[src/design/shs_pkg.sv]
// ----------------------------------------------------------------------------
// shs_pkg
// Shared types and constants for the streaming SHA-256 hasher: channel
// payloads, sequencer states, datapath control groups, initial hash values and round constants.
// ----------------------------------------------------------------------------
package shs_pkg;

   // Input transaction payload
   typedef struct packed {
      logic [7:0] data_byte;
      logic       byte_valid;
      logic       end_of_message;
   } req_type;

   // Result transaction payload
   typedef struct packed {
      logic [63:0] digest_word;
      logic [1:0]  word_index;
      logic        last_word;
   } rsp_type;

   // Sequencer states
   typedef enum logic [2:0] {
      ST_IDLE,
      ST_ROUND,
      ST_FOLD,
      ST_PAD,
      ST_OUT
   } state_type;

   // Control of the block buffer / message schedule
   typedef struct packed {
      logic       byte_shift;
      logic [7:0] byte_val;
      logic       word_shift;
   } sched_ctrl_type;

   // Control of the round unit and chaining words
   typedef struct packed {
      logic       load;
      logic       round;
      logic       fold;
      logic       init;
      logic [5:0] k_idx;
   } rnd_ctrl_type;

   localparam logic [5:0] SHS_LAST_BYTE  = 6'd63;
   localparam logic [5:0] SHS_LAST_ROUND = 6'd63;
   localparam logic [5:0] SHS_LEN_POS    = 6'd56;
   localparam logic [7:0] SHS_PAD_MARK   = 8'h80;
   localparam logic [1:0] SHS_LAST_WORD  = 2'd3;

   // Initial hash values
   function automatic logic [31:0] shs_init_h(input logic [2:0] idx);
      logic [31:0] val;
      unique case (idx)
         3'd0: val = 32'h6a09e667;
         3'd1: val = 32'hbb67ae85;
         3'd2: val = 32'h3c6ef372;
         3'd3: val = 32'ha54ff53a;
         3'd4: val = 32'h510e527f;
         3'd5: val = 32'h9b05688c;
         3'd6: val = 32'h1f83d9ab;
         3'd7: val = 32'h5be0cd19;
         default: val = 32'h0;
      endcase
      return val;
   endfunction

   // Round constants
   function automatic logic [31:0] shs_round_k(input logic [5:0] idx);
      logic [31:0] val;
      unique case (idx)
         6'd0:  val = 32'h428a2f98;  6'd1:  val = 32'h71374491;
         6'd2:  val = 32'hb5c0fbcf;  6'd3:  val = 32'he9b5dba5;
         6'd4:  val = 32'h3956c25b;  6'd5:  val = 32'h59f111f1;
         6'd6:  val = 32'h923f82a4;  6'd7:  val = 32'hab1c5ed5;
         6'd8:  val = 32'hd807aa98;  6'd9:  val = 32'h12835b01;
         6'd10: val = 32'h243185be;  6'd11: val = 32'h550c7dc3;
         6'd12: val = 32'h72be5d74;  6'd13: val = 32'h80deb1fe;
         6'd14: val = 32'h9bdc06a7;  6'd15: val = 32'hc19bf174;
         6'd16: val = 32'he49b69c1;  6'd17: val = 32'hefbe4786;
         6'd18: val = 32'h0fc19dc6;  6'd19: val = 32'h240ca1cc;
         6'd20: val = 32'h2de92c6f;  6'd21: val = 32'h4a7484aa;
         6'd22: val = 32'h5cb0a9dc;  6'd23: val = 32'h76f988da;
         6'd24: val = 32'h983e5152;  6'd25: val = 32'ha831c66d;
         6'd26: val = 32'hb00327c8;  6'd27: val = 32'hbf597fc7;
         6'd28: val = 32'hc6e00bf3;  6'd29: val = 32'hd5a79147;
         6'd30: val = 32'h06ca6351;  6'd31: val = 32'h14292967;
         6'd32: val = 32'h27b70a85;  6'd33: val = 32'h2e1b2138;
         6'd34: val = 32'h4d2c6dfc;  6'd35: val = 32'h53380d13;
         6'd36: val = 32'h650a7354;  6'd37: val = 32'h766a0abb;
         6'd38: val = 32'h81c2c92e;  6'd39: val = 32'h92722c85;
         6'd40: val = 32'ha2bfe8a1;  6'd41: val = 32'ha81a664b;
         6'd42: val = 32'hc24b8b70;  6'd43: val = 32'hc76c51a3;
         6'd44: val = 32'hd192e819;  6'd45: val = 32'hd6990624;
         6'd46: val = 32'hf40e3585;  6'd47: val = 32'h106aa070;
         6'd48: val = 32'h19a4c116;  6'd49: val = 32'h1e376c08;
         6'd50: val = 32'h2748774c;  6'd51: val = 32'h34b0bcb5;
         6'd52: val = 32'h391c0cb3;  6'd53: val = 32'h4ed8aa4a;
         6'd54: val = 32'h5b9cca4f;  6'd55: val = 32'h682e6ff3;
         6'd56: val = 32'h748f82ee;  6'd57: val = 32'h78a5636f;
         6'd58: val = 32'h84c87814;  6'd59: val = 32'h8cc70208;
         6'd60: val = 32'h90befffa;  6'd61: val = 32'ha4506ceb;
         6'd62: val = 32'hbef9a3f7;  6'd63: val = 32'hc67178f2;
         default: val = 32'h0;
      endcase
      return val;
   endfunction

endpackage

[src/design/sha256_stream_hasher.sv]
// ----------------------------------------------------------------------------
// sha256_stream_hasher
// Streaming SHA-256 engine: collects message bytes into 64-byte blocks,
// compresses each full block with one shared round unit, pads at end of
// message and returns the digest as four 64-bit big-endian words.
//
//   channel  ports                  payload      direction
//   req      req_valid/req_ready    req_data     in: byte, byte flag, end flag
//   rsp      rsp_valid/rsp_ready    rsp_data     out: digest word, index, last
//
// A byte transaction that does not fill the block leaves the engine idle.
// A full block runs all rounds and then a fold into the chain, during which
// req_ready is low; the round unit runs one round per cycle.
// End of message inserts pad bytes one per cycle (up to 64), runs one or two
// compressions, then holds four rsp transactions; a stalled rsp holds state.
// Synchronous reset restores the initial hash values and clears all counts.
// ----------------------------------------------------------------------------
module sha256_stream_hasher (
   input  logic             clock,
   input  logic             reset,
   input  logic             req_valid,
   output logic             req_ready,
   input  shs_pkg::req_type req_data,
   output logic             rsp_valid,
   input  logic             rsp_ready,
   output shs_pkg::rsp_type rsp_data
);
   import shs_pkg::*;

   state_type        state_ff;
   state_type        state_in;
   logic [5:0]       pend_ff;
   logic [5:0]       pend_in;
   logic [5:0]       rnd_ff;
   logic [5:0]       rnd_in;
   logic [60:0]      count_ff;
   logic [60:0]      count_in;
   logic [1:0]       idx_ff;
   logic [1:0]       idx_in;
   logic             pad_ff;
   logic             pad_in;
   logic             marker_ff;
   logic             marker_in;
   logic             len_ok_ff;
   logic             len_ok_in;
   logic             final_ff;
   logic             final_in;
   logic             acc_req;
   logic             acc_rsp;
   logic             out_done;
   logic [63:0]      bitlen;
   logic [7:0]       len_byte;
   logic [7:0]       pad_byte;
   sched_ctrl_type   sched_ctrl;
   rnd_ctrl_type     rnd_ctrl;
   logic [31:0]      w_cur;
   logic [7:0][31:0] chain;

   assign acc_req  = req_valid && req_ready;
   assign acc_rsp  = rsp_valid && rsp_ready;
   assign out_done = acc_rsp && (idx_ff == SHS_LAST_WORD);

   // Pick the pad byte: marker, zeros, then the big-endian bit length
   assign bitlen   = {count_ff, 3'b000};
   assign len_byte = 8'(bitlen >> {~pend_ff[2:0], 3'b000});
   always_comb begin
      if (!marker_ff) begin
         pad_byte = SHS_PAD_MARK;
      end else if (len_ok_ff && (pend_ff >= SHS_LEN_POS)) begin
         pad_byte = len_byte;
      end else begin
         pad_byte = 8'h00;
      end
   end

   // Next state
   always_comb begin
      state_in = state_ff;
      unique case (state_ff)
         ST_IDLE: begin
            if (acc_req) begin
               if (req_data.byte_valid && (pend_ff == SHS_LAST_BYTE)) begin
                  state_in = ST_ROUND;
               end else if (req_data.end_of_message) begin
                  state_in = ST_PAD;
               end
            end
         end
         ST_ROUND: begin
            if (rnd_ff == SHS_LAST_ROUND) begin
               state_in = ST_FOLD;
            end
         end
         ST_FOLD: begin
            if (final_ff) begin
               state_in = ST_OUT;
            end else if (pad_ff) begin
               state_in = ST_PAD;
            end else begin
               state_in = ST_IDLE;
            end
         end
         ST_PAD: begin
            if (pend_ff == SHS_LAST_BYTE) begin
               state_in = ST_ROUND;
            end
         end
         ST_OUT: begin
            if (out_done) begin
               state_in = ST_IDLE;
            end
         end
         default: state_in = ST_IDLE;
      endcase
   end

   // Datapath controls and handshake outputs
   always_comb begin
      sched_ctrl       = '0;
      rnd_ctrl         = '0;
      rnd_ctrl.k_idx   = rnd_ff;
      req_ready        = 1'b0;
      rsp_valid        = 1'b0;
      unique case (state_ff)
         ST_IDLE: begin
            req_ready = 1'b1;
            if (acc_req && req_data.byte_valid) begin
               sched_ctrl.byte_shift = 1'b1;
               sched_ctrl.byte_val   = req_data.data_byte;
               rnd_ctrl.load         = (pend_ff == SHS_LAST_BYTE);
            end
         end
         ST_ROUND: begin
            rnd_ctrl.round        = 1'b1;
            sched_ctrl.word_shift = 1'b1;
         end
         ST_FOLD: begin
            rnd_ctrl.fold = 1'b1;
         end
         ST_PAD: begin
            sched_ctrl.byte_shift = 1'b1;
            sched_ctrl.byte_val   = pad_byte;
            rnd_ctrl.load         = (pend_ff == SHS_LAST_BYTE);
         end
         ST_OUT: begin
            rsp_valid     = 1'b1;
            rnd_ctrl.init = out_done;
         end
         default: begin
            req_ready = 1'b0;
         end
      endcase
   end

   // Counters and padding flags
   always_comb begin
      pend_in   = pend_ff;
      rnd_in    = rnd_ff;
      count_in  = count_ff;
      idx_in    = idx_ff;
      pad_in    = pad_ff;
      marker_in = marker_ff;
      len_ok_in = len_ok_ff;
      final_in  = final_ff;

      if (sched_ctrl.byte_shift) begin
         pend_in = pend_ff + 6'd1;
      end
      if (state_ff == ST_ROUND) begin
         rnd_in = rnd_ff + 6'd1;
      end
      if (state_ff == ST_IDLE && acc_req) begin
         if (req_data.byte_valid) begin
            count_in = count_ff + 61'd1;
         end
         if (req_data.end_of_message) begin
            pad_in = 1'b1;
         end
      end
      if (state_ff == ST_PAD) begin
         if (!marker_ff) begin
            marker_in = 1'b1;
            len_ok_in = (pend_ff < SHS_LEN_POS);
         end
         if (pend_ff == SHS_LAST_BYTE) begin
            final_in = marker_ff && len_ok_ff;
         end
      end
      // Length goes into the block after the one holding a late marker
      if (state_ff == ST_FOLD && pad_ff && marker_ff) begin
         len_ok_in = 1'b1;
      end
      if (acc_rsp) begin
         idx_in = idx_ff + 2'd1;
      end
      if (out_done) begin
         count_in  = '0;
         pad_in    = 1'b0;
         marker_in = 1'b0;
         len_ok_in = 1'b0;
         final_in  = 1'b0;
      end
   end

   always_ff @(posedge clock) begin
      if (reset) begin
         state_ff  <= ST_IDLE;
         pend_ff   <= '0;
         rnd_ff    <= '0;
         count_ff  <= '0;
         idx_ff    <= '0;
         pad_ff    <= 1'b0;
         marker_ff <= 1'b0;
         len_ok_ff <= 1'b0;
         final_ff  <= 1'b0;
      end else begin
         state_ff  <= state_in;
         pend_ff   <= pend_in;
         rnd_ff    <= rnd_in;
         count_ff  <= count_in;
         idx_ff    <= idx_in;
         pad_ff    <= pad_in;
         marker_ff <= marker_in;
         len_ok_ff <= len_ok_in;
         final_ff  <= final_in;
      end
   end

   shs_msg_sched u_sched (
      .clock (clock),
      .ctrl  (sched_ctrl),
      .w_out (w_cur)
   );

   shs_round_unit u_round (
      .clock     (clock),
      .reset     (reset),
      .ctrl      (rnd_ctrl),
      .w_in      (w_cur),
      .chain_out (chain)
   );

   // Drive the digest word from the held chaining words
   assign rsp_data.digest_word = {chain[{idx_ff, 1'b0}], chain[{idx_ff, 1'b1}]};
   assign rsp_data.word_index  = idx_ff;
   assign rsp_data.last_word   = (idx_ff == SHS_LAST_WORD);

   // Checks
   a_round_block_full: assert property (@(posedge clock) disable iff (reset)
      (state_ff == ST_ROUND) |-> (pend_ff == 6'd0))
      else $error("compression running with partial block");

   a_out_after_length: assert property (@(posedge clock) disable iff (reset)
      (state_ff == ST_OUT) |-> (final_ff && marker_ff && len_ok_ff))
      else $error("digest shown before length block");

   a_fold_after_last_round: assert property (@(posedge clock) disable iff (reset)
      (state_ff == ST_FOLD) |-> ($past(state_ff) == ST_ROUND &&
                                 $past(rnd_ff) == SHS_LAST_ROUND))
      else $error("fold without 64 rounds");

   a_round_count_idle: assert property (@(posedge clock) disable iff (reset)
      (state_ff != ST_ROUND) |-> (rnd_ff == 6'd0))
      else $error("round counter not at zero outside compression");

   a_out_index_idle: assert property (@(posedge clock) disable iff (reset)
      (state_ff != ST_OUT) |-> (idx_ff == 2'd0))
      else $error("word index not at zero outside output");

endmodule

[src/design/shs_msg_sched.sv]
// ----------------------------------------------------------------------------
// shs_msg_sched
// 512-bit block buffer that doubles as the 16-word message schedule window.
// Bytes shift in one at a time; during compression the window shifts by one
// word per round and the next schedule word enters at the bottom.
// ----------------------------------------------------------------------------
module shs_msg_sched (
   input  logic                    clock,
   input  shs_pkg::sched_ctrl_type ctrl,
   output logic [31:0]             w_out
);
   import shs_pkg::*;

   logic [511:0] block_ff;
   logic [511:0] block_in;
   logic [31:0]  w0;
   logic [31:0]  w1;
   logic [31:0]  w9;
   logic [31:0]  w14;
   logic [31:0]  sig0;
   logic [31:0]  sig1;
   logic [31:0]  w_new;

   // Pick the schedule taps; word 0 sits at the top of the buffer
   assign w0  = block_ff[511:480];
   assign w1  = block_ff[479:448];
   assign w9  = block_ff[223:192];
   assign w14 = block_ff[63:32];

   // Form the next schedule word
   assign sig0  = {w1[6:0], w1[31:7]} ^ {w1[17:0], w1[31:18]} ^ {3'b000, w1[31:3]};
   assign sig1  = {w14[16:0], w14[31:17]} ^ {w14[18:0], w14[31:19]}
                ^ {10'b0, w14[31:10]};
   assign w_new = w0 + sig0 + w9 + sig1;

   assign w_out = w0;

   // Shift in a byte or advance the window by one word
   always_comb begin
      block_in = block_ff;
      if (ctrl.byte_shift) begin
         block_in = {block_ff[503:0], ctrl.byte_val};
      end else if (ctrl.word_shift) begin
         block_in = {block_ff[479:0], w_new};
      end
   end

   always_ff @(posedge clock) begin
      block_ff <= block_in;
   end

endmodule

[src/design/shs_round_unit.sv]
// ----------------------------------------------------------------------------
// shs_round_unit
// Working variables, one shared compression round and the eight chaining
// words. The sequencer loads, runs 64 rounds, then folds into the chain.
// ----------------------------------------------------------------------------
module shs_round_unit (
   input  logic                  clock,
   input  logic                  reset,
   input  shs_pkg::rnd_ctrl_type ctrl,
   input  logic [31:0]           w_in,
   output logic [7:0][31:0]      chain_out
);
   import shs_pkg::*;

   logic [7:0][31:0] var_ff;
   logic [7:0][31:0] var_in;
   logic [7:0][31:0] chain_ff;
   logic [7:0][31:0] chain_in;
   logic [31:0]      a_v;
   logic [31:0]      e_v;
   logic [31:0]      big0;
   logic [31:0]      big1;
   logic [31:0]      choose;
   logic [31:0]      major;
   logic [31:0]      tmp1;

   // Round function
   assign a_v    = var_ff[0];
   assign e_v    = var_ff[4];
   assign big1   = {e_v[5:0], e_v[31:6]} ^ {e_v[10:0], e_v[31:11]} ^ {e_v[24:0], e_v[31:25]};
   assign choose = (e_v & var_ff[5]) ^ (~e_v & var_ff[6]);
   assign tmp1   = var_ff[7] + big1 + choose + shs_round_k(ctrl.k_idx) + w_in;
   assign big0   = {a_v[1:0], a_v[31:2]} ^ {a_v[12:0], a_v[31:13]} ^ {a_v[21:0], a_v[31:22]};
   assign major  = (a_v & var_ff[1]) ^ (a_v & var_ff[2]) ^ (var_ff[1] & var_ff[2]);

   // Load from the chain or advance one round
   always_comb begin
      var_in = var_ff;
      if (ctrl.load) begin
         var_in = chain_ff;
      end else if (ctrl.round) begin
         var_in[7] = var_ff[6];
         var_in[6] = var_ff[5];
         var_in[5] = e_v;
         var_in[4] = var_ff[3] + tmp1;
         var_in[3] = var_ff[2];
         var_in[2] = var_ff[1];
         var_in[1] = a_v;
         var_in[0] = tmp1 + big0 + major;
      end
   end

   // Fold the block result into the chain, or return to the initial values
   always_comb begin
      chain_in = chain_ff;
      if (ctrl.init) begin
         for (int i = 0; i < 8; i++) begin
            chain_in[i] = shs_init_h(3'(i));
         end
      end else if (ctrl.fold) begin
         for (int i = 0; i < 8; i++) begin
            chain_in[i] = chain_ff[i] + var_ff[i];
         end
      end
   end

   always_ff @(posedge clock) begin
      var_ff <= var_in;
   end

   always_ff @(posedge clock) begin
      if (reset) begin
         for (int i = 0; i < 8; i++) begin
            chain_ff[i] <= shs_init_h(3'(i));
         end
      end else begin
         chain_ff <= chain_in;
      end
   end

   assign chain_out = chain_ff;

endmodule

[config.mk]
export PLATFORM = sky130hd
export DESIGN_NAME = sha256_stream_hasher
export DESIGN_NICKNAME = d
export VERILOG_FILES = /design/src/design/shs_pkg.sv /design/src/design/sha256_stream_hasher.sv /design/src/design/shs_msg_sched.sv /design/src/design/shs_round_unit.sv
export SDC_FILE = /design/constraint.sdc
export NUM_CORES = 2
export LEC_CHECK = 0
export BUFFER_PORTS_ARGS = -buffer_cell sky130_fd_sc_hd__buf_2
export CORE_MARGIN = 10
export CORE_UTILIZATION = 46
export DETAILED_ROUTE_END_ITERATION = 10
export HOLD_SLACK_MARGIN = 0.03
export PLACE_DENSITY_LB_ADDON = 0.05
export SLEW_MARGIN = 25
export SYNTH_ARGS = -nofsm -noshare
export SYNTH_HDL_FRONTEND = slang
export SYNTH_SLANG_ARGS = --single-unit
[constraint.sdc]
create_clock -name clock -period 15.7 [get_ports clock]
set_input_delay 2.355 -clock clock [delete_from_list [all_inputs] [get_ports clock]]
set_output_delay 2.355 -clock clock [all_outputs]
set_load 0.02 [all_outputs]
==> flow_metrics.env <==
export IMPL_area_delta_synth_final_pct=8.71
export IMPL_synth_top_family_by_area="simple AND/OR/NAND/NOR gates"
export IMPL_slowest_delay_ns=0.59
export IMPL_ys_flop_type="edfxtp_1"
export IMPL_crit_required_ns=16.26
export IMPL_utilization=0.502
export IMPL_max_slew_margin_rel=0.159
export IMPL_drt_pass1_iterations=6
export IMPL_finalHoldViolCount=0
export IMPL_hpwl_mm=196
export IMPL_min_path_type="flip-flop to flip-flop"
export IMPL_finalCriticalPeriod_ns=8.48
export IMPL_synth_area_leaders="edfxtp_1 31%, nand2_1 13%, dfxtp_1 9.9%"
export IMPL_antenna_found_initial=13
export IMPL_grt_pass1_wl_mm=388
export IMPL_diodes=0
export IMPL_reg2regPathDepth=31
export IMPL_r2r_start="u_round.e_v[2]"
export IMPL_io_buffer_count=82
export IMPL_synthesis_area_mm2=0.0751
export IMPL_arrival_ns=9.05
export IMPL_nNetsFinal=8922
export IMPL_finalSetupTns_ns=0
export IMPL_drive_above_1_share=0.0597
export IMPL_fmax_mhz=118
export IMPL_num_io_pins=83
export IMPL_drc=0
export IMPL_grt_pass1_vias=58448
export IMPL_chipHeight_um=424
export IMPL_htreeDepth=4
export IMPL_grt_total_usage=0.285
export IMPL_routedWlPerCell_um=24.9
export IMPL_crit_type="flip-flop to flip-flop"
export IMPL_fp_dieW_um=424
export IMPL_wirelength_mm=264
export IMPL_post_synth_top_count_cell="nand2_1"
export IMPL_synth_top_area_share=0.307
export IMPL_synth_edf_count=768
export IMPL_synth_nets=9106
export IMPL_cts_buffers=140
export IMPL_reg2reg_to="u_round.a_v[29]"
export IMPL_crit_end="u_round.a_v[29]"
export IMPL_clk_pin_slew_ns=0.07
export IMPL_cts_root_buffer="clkbuf_16"
export IMPL_crit_fanout=6
export IMPL_yosys_warnings=0
export IMPL_critPathLaunchType="flip-flop"
export IMPL_setup_ws_ns=7.22
export IMPL_netlist_instances=8504
export IMPL_synth_cell_types=97
export IMPL_grt_overflow_total=0
export IMPL_design_die_area_mm2=0.180
export IMPL_cts_tree="yes"
export IMPL_gp_congestion=0.987
export IMPL_synthTopCellsByCount="2,513 x nand2_1, 768 x edfxtp_1, 514 x a21oi_1"
export IMPL_cts_sinks=1138
export IMPL_avgSynthCellArea_um2=8.84
export IMPL_start_util=0.462
export IMPL_fin_worst_skew_ns=0.0308
export IMPL_drt_iter0_markers=6797
export IMPL_yosysSeqAreaShare=0.406
export IMPL_synth_mux_area_frac=0.0302
export IMPL_endpoint_kind="flip-flop"
export IMPL_synth_seq_cells=1138
export IMPL_cp_startpoint="u_round.e_v[2]"
export IMPL_grt_max_degree=201
export IMPL_synth_top_area_cell="edfxtp_1"
export IMPL_core_area_mm2=0.163
export IMPL_ctsResizeCount=0
export IMPL_slowest_stage="edfxtp_1"
export IMPL_ctsLongestPathBuffers=3
export IMPL_synth_xor_area_share=0.0713
export IMPL_status="completed"
export IMPL_clock_latency_ns=0.83
export IMPL_grt_setup_unrepaired="false"
export IMPL_drv_slew=0
export IMPL_finalSetupViolCount=0
export IMPL_ant_nets=0
export IMPL_synth_fa_ha_area_frac=0.118
export IMPL_rrSetupSlack_ns=7.22
export IMPL_cts_setup_buffers=0
export IMPL_synth_simple_area_share=0.188
export IMPL_synth_compound_area_share=0.143
export IMPL_num_rows=148
export IMPL_viasPerCell=5.80
export IMPL_cts_hold_repair_buffers=0
export IMPL_synthArstFlopShare=0
export IMPL_vias=61490
export IMPL_drv_cap=0
export IMPL_min_period_over_period=0.540
export IMPL_worst_slew_pin_slew_ns=1.23
export IMPL_pre_cts_slack_ns=7.39
## stage by stage
stage,instances,cell area [um^2],hold slack (ns)
CTS,10601,81600,0.493
finish,10602,81700,0.489
global placement,10352,77200,0.471
global route,10602,81700,0.510
floorplan,8504,75100,0.437
detailed placement,10352,77200,0.487
## how the worst min path moves through the flow
stage / depth (start not counted) / slack, ns / end / from
CTS: 2 / 0.49 / pend_ff[5] / pend_ff[5]
finish: 2 / 0.49 / pend_ff[5] / pend_ff[5]
global route: 2 / 0.51 / u_round.chain_out[64] / u_round.chain_out[64]
detailed placement: 2 / 0.49 / pend_ff[5] / pend_ff[5]
floorplan: 2 / 0.44 / pad_ff / pad_ff
global placement: 2 / 0.47 / pend_ff[5] / pend_ff[5]
## state kept, by name (all words and copies together), names as in the netlist, 2 cells and up, named ones only
signal	count
count_ff	61
idx_ff	2
pend_ff	6
rnd_ff	6
state_ff	3
u_round.a_v	32
u_round.chain_out	256
u_round.e_v	32
u_round.var_ff	192
u_sched.block_ff	512
## cell type report
class / count / area (um^2)
clock buffers: 195 / 3910
clock inverters: 54 / 587
fillers: 15632 / 80900
inverters: 397 / 1490
multi-input cells: 6486 / 41400
flip-flops and latches: 1138 / 30500
well taps: 2175 / 2720
repair buffers: 157 / 1060
## kinds of logic after synthesis
family          Yosys count
compound gates         1700
fa+ha+maj               592
mux                     128
buf+inv                 880
xor+xnor                612
flops                  1138
simple gates           3454
## cells in the final DEF (no fill, tap or decap), types with 24 or more instances in the layout
cell	instances
xor2_1	230
inv_1	393
nor2b_1	54
dfxtp_1	368
nand2_1	2510
clkbuf_1	40
nor3_1	89
a21o_1	209
a21oi_1	514
or3_1	40
buf_4	67
clkbuf_16	144
a31oi_1	55
fa_1	195
mux4_2	78
o31ai_1	27
o21ai_1	52
xnor2_1	382
and3_1	35
o21ai_0	348
and2_1	24
buf_2	82
o211ai_1	107
nand4_1	29
o21a_1	67
o21bai_1	46
nand2b_1	53
mux2i_1	39
ha_1	393
nor2_1	403
nand3_1	128
a211oi_1	59
edfxtp_1	768
## routing by layer
layer	part of all wire	global-route usage	vias up
li1	-	-	28795
met4	0.040	0.107	4
met1	0.44	0.395	30035
met2	0.45	0.451	2264
met5	0.000095	0	-
met3	0.068	0.0402	392
## critical path, delay by kind of cell, from the launching register on
family	cells	cell delay [ns]
adders and majority gates	6	2.45
DFF	1	0.59
xor gates and xnor gates	2	0.41
and+or+nand+nor	4	0.77
buffers and inverters	4	0.24
muxes	2	0.47
AOI/OAI and AO/OA	13	3.26
Power is left out: the tool's default activity adds up to more than one toggle a clock period on the data nets, which glitch-free logic cannot reach.
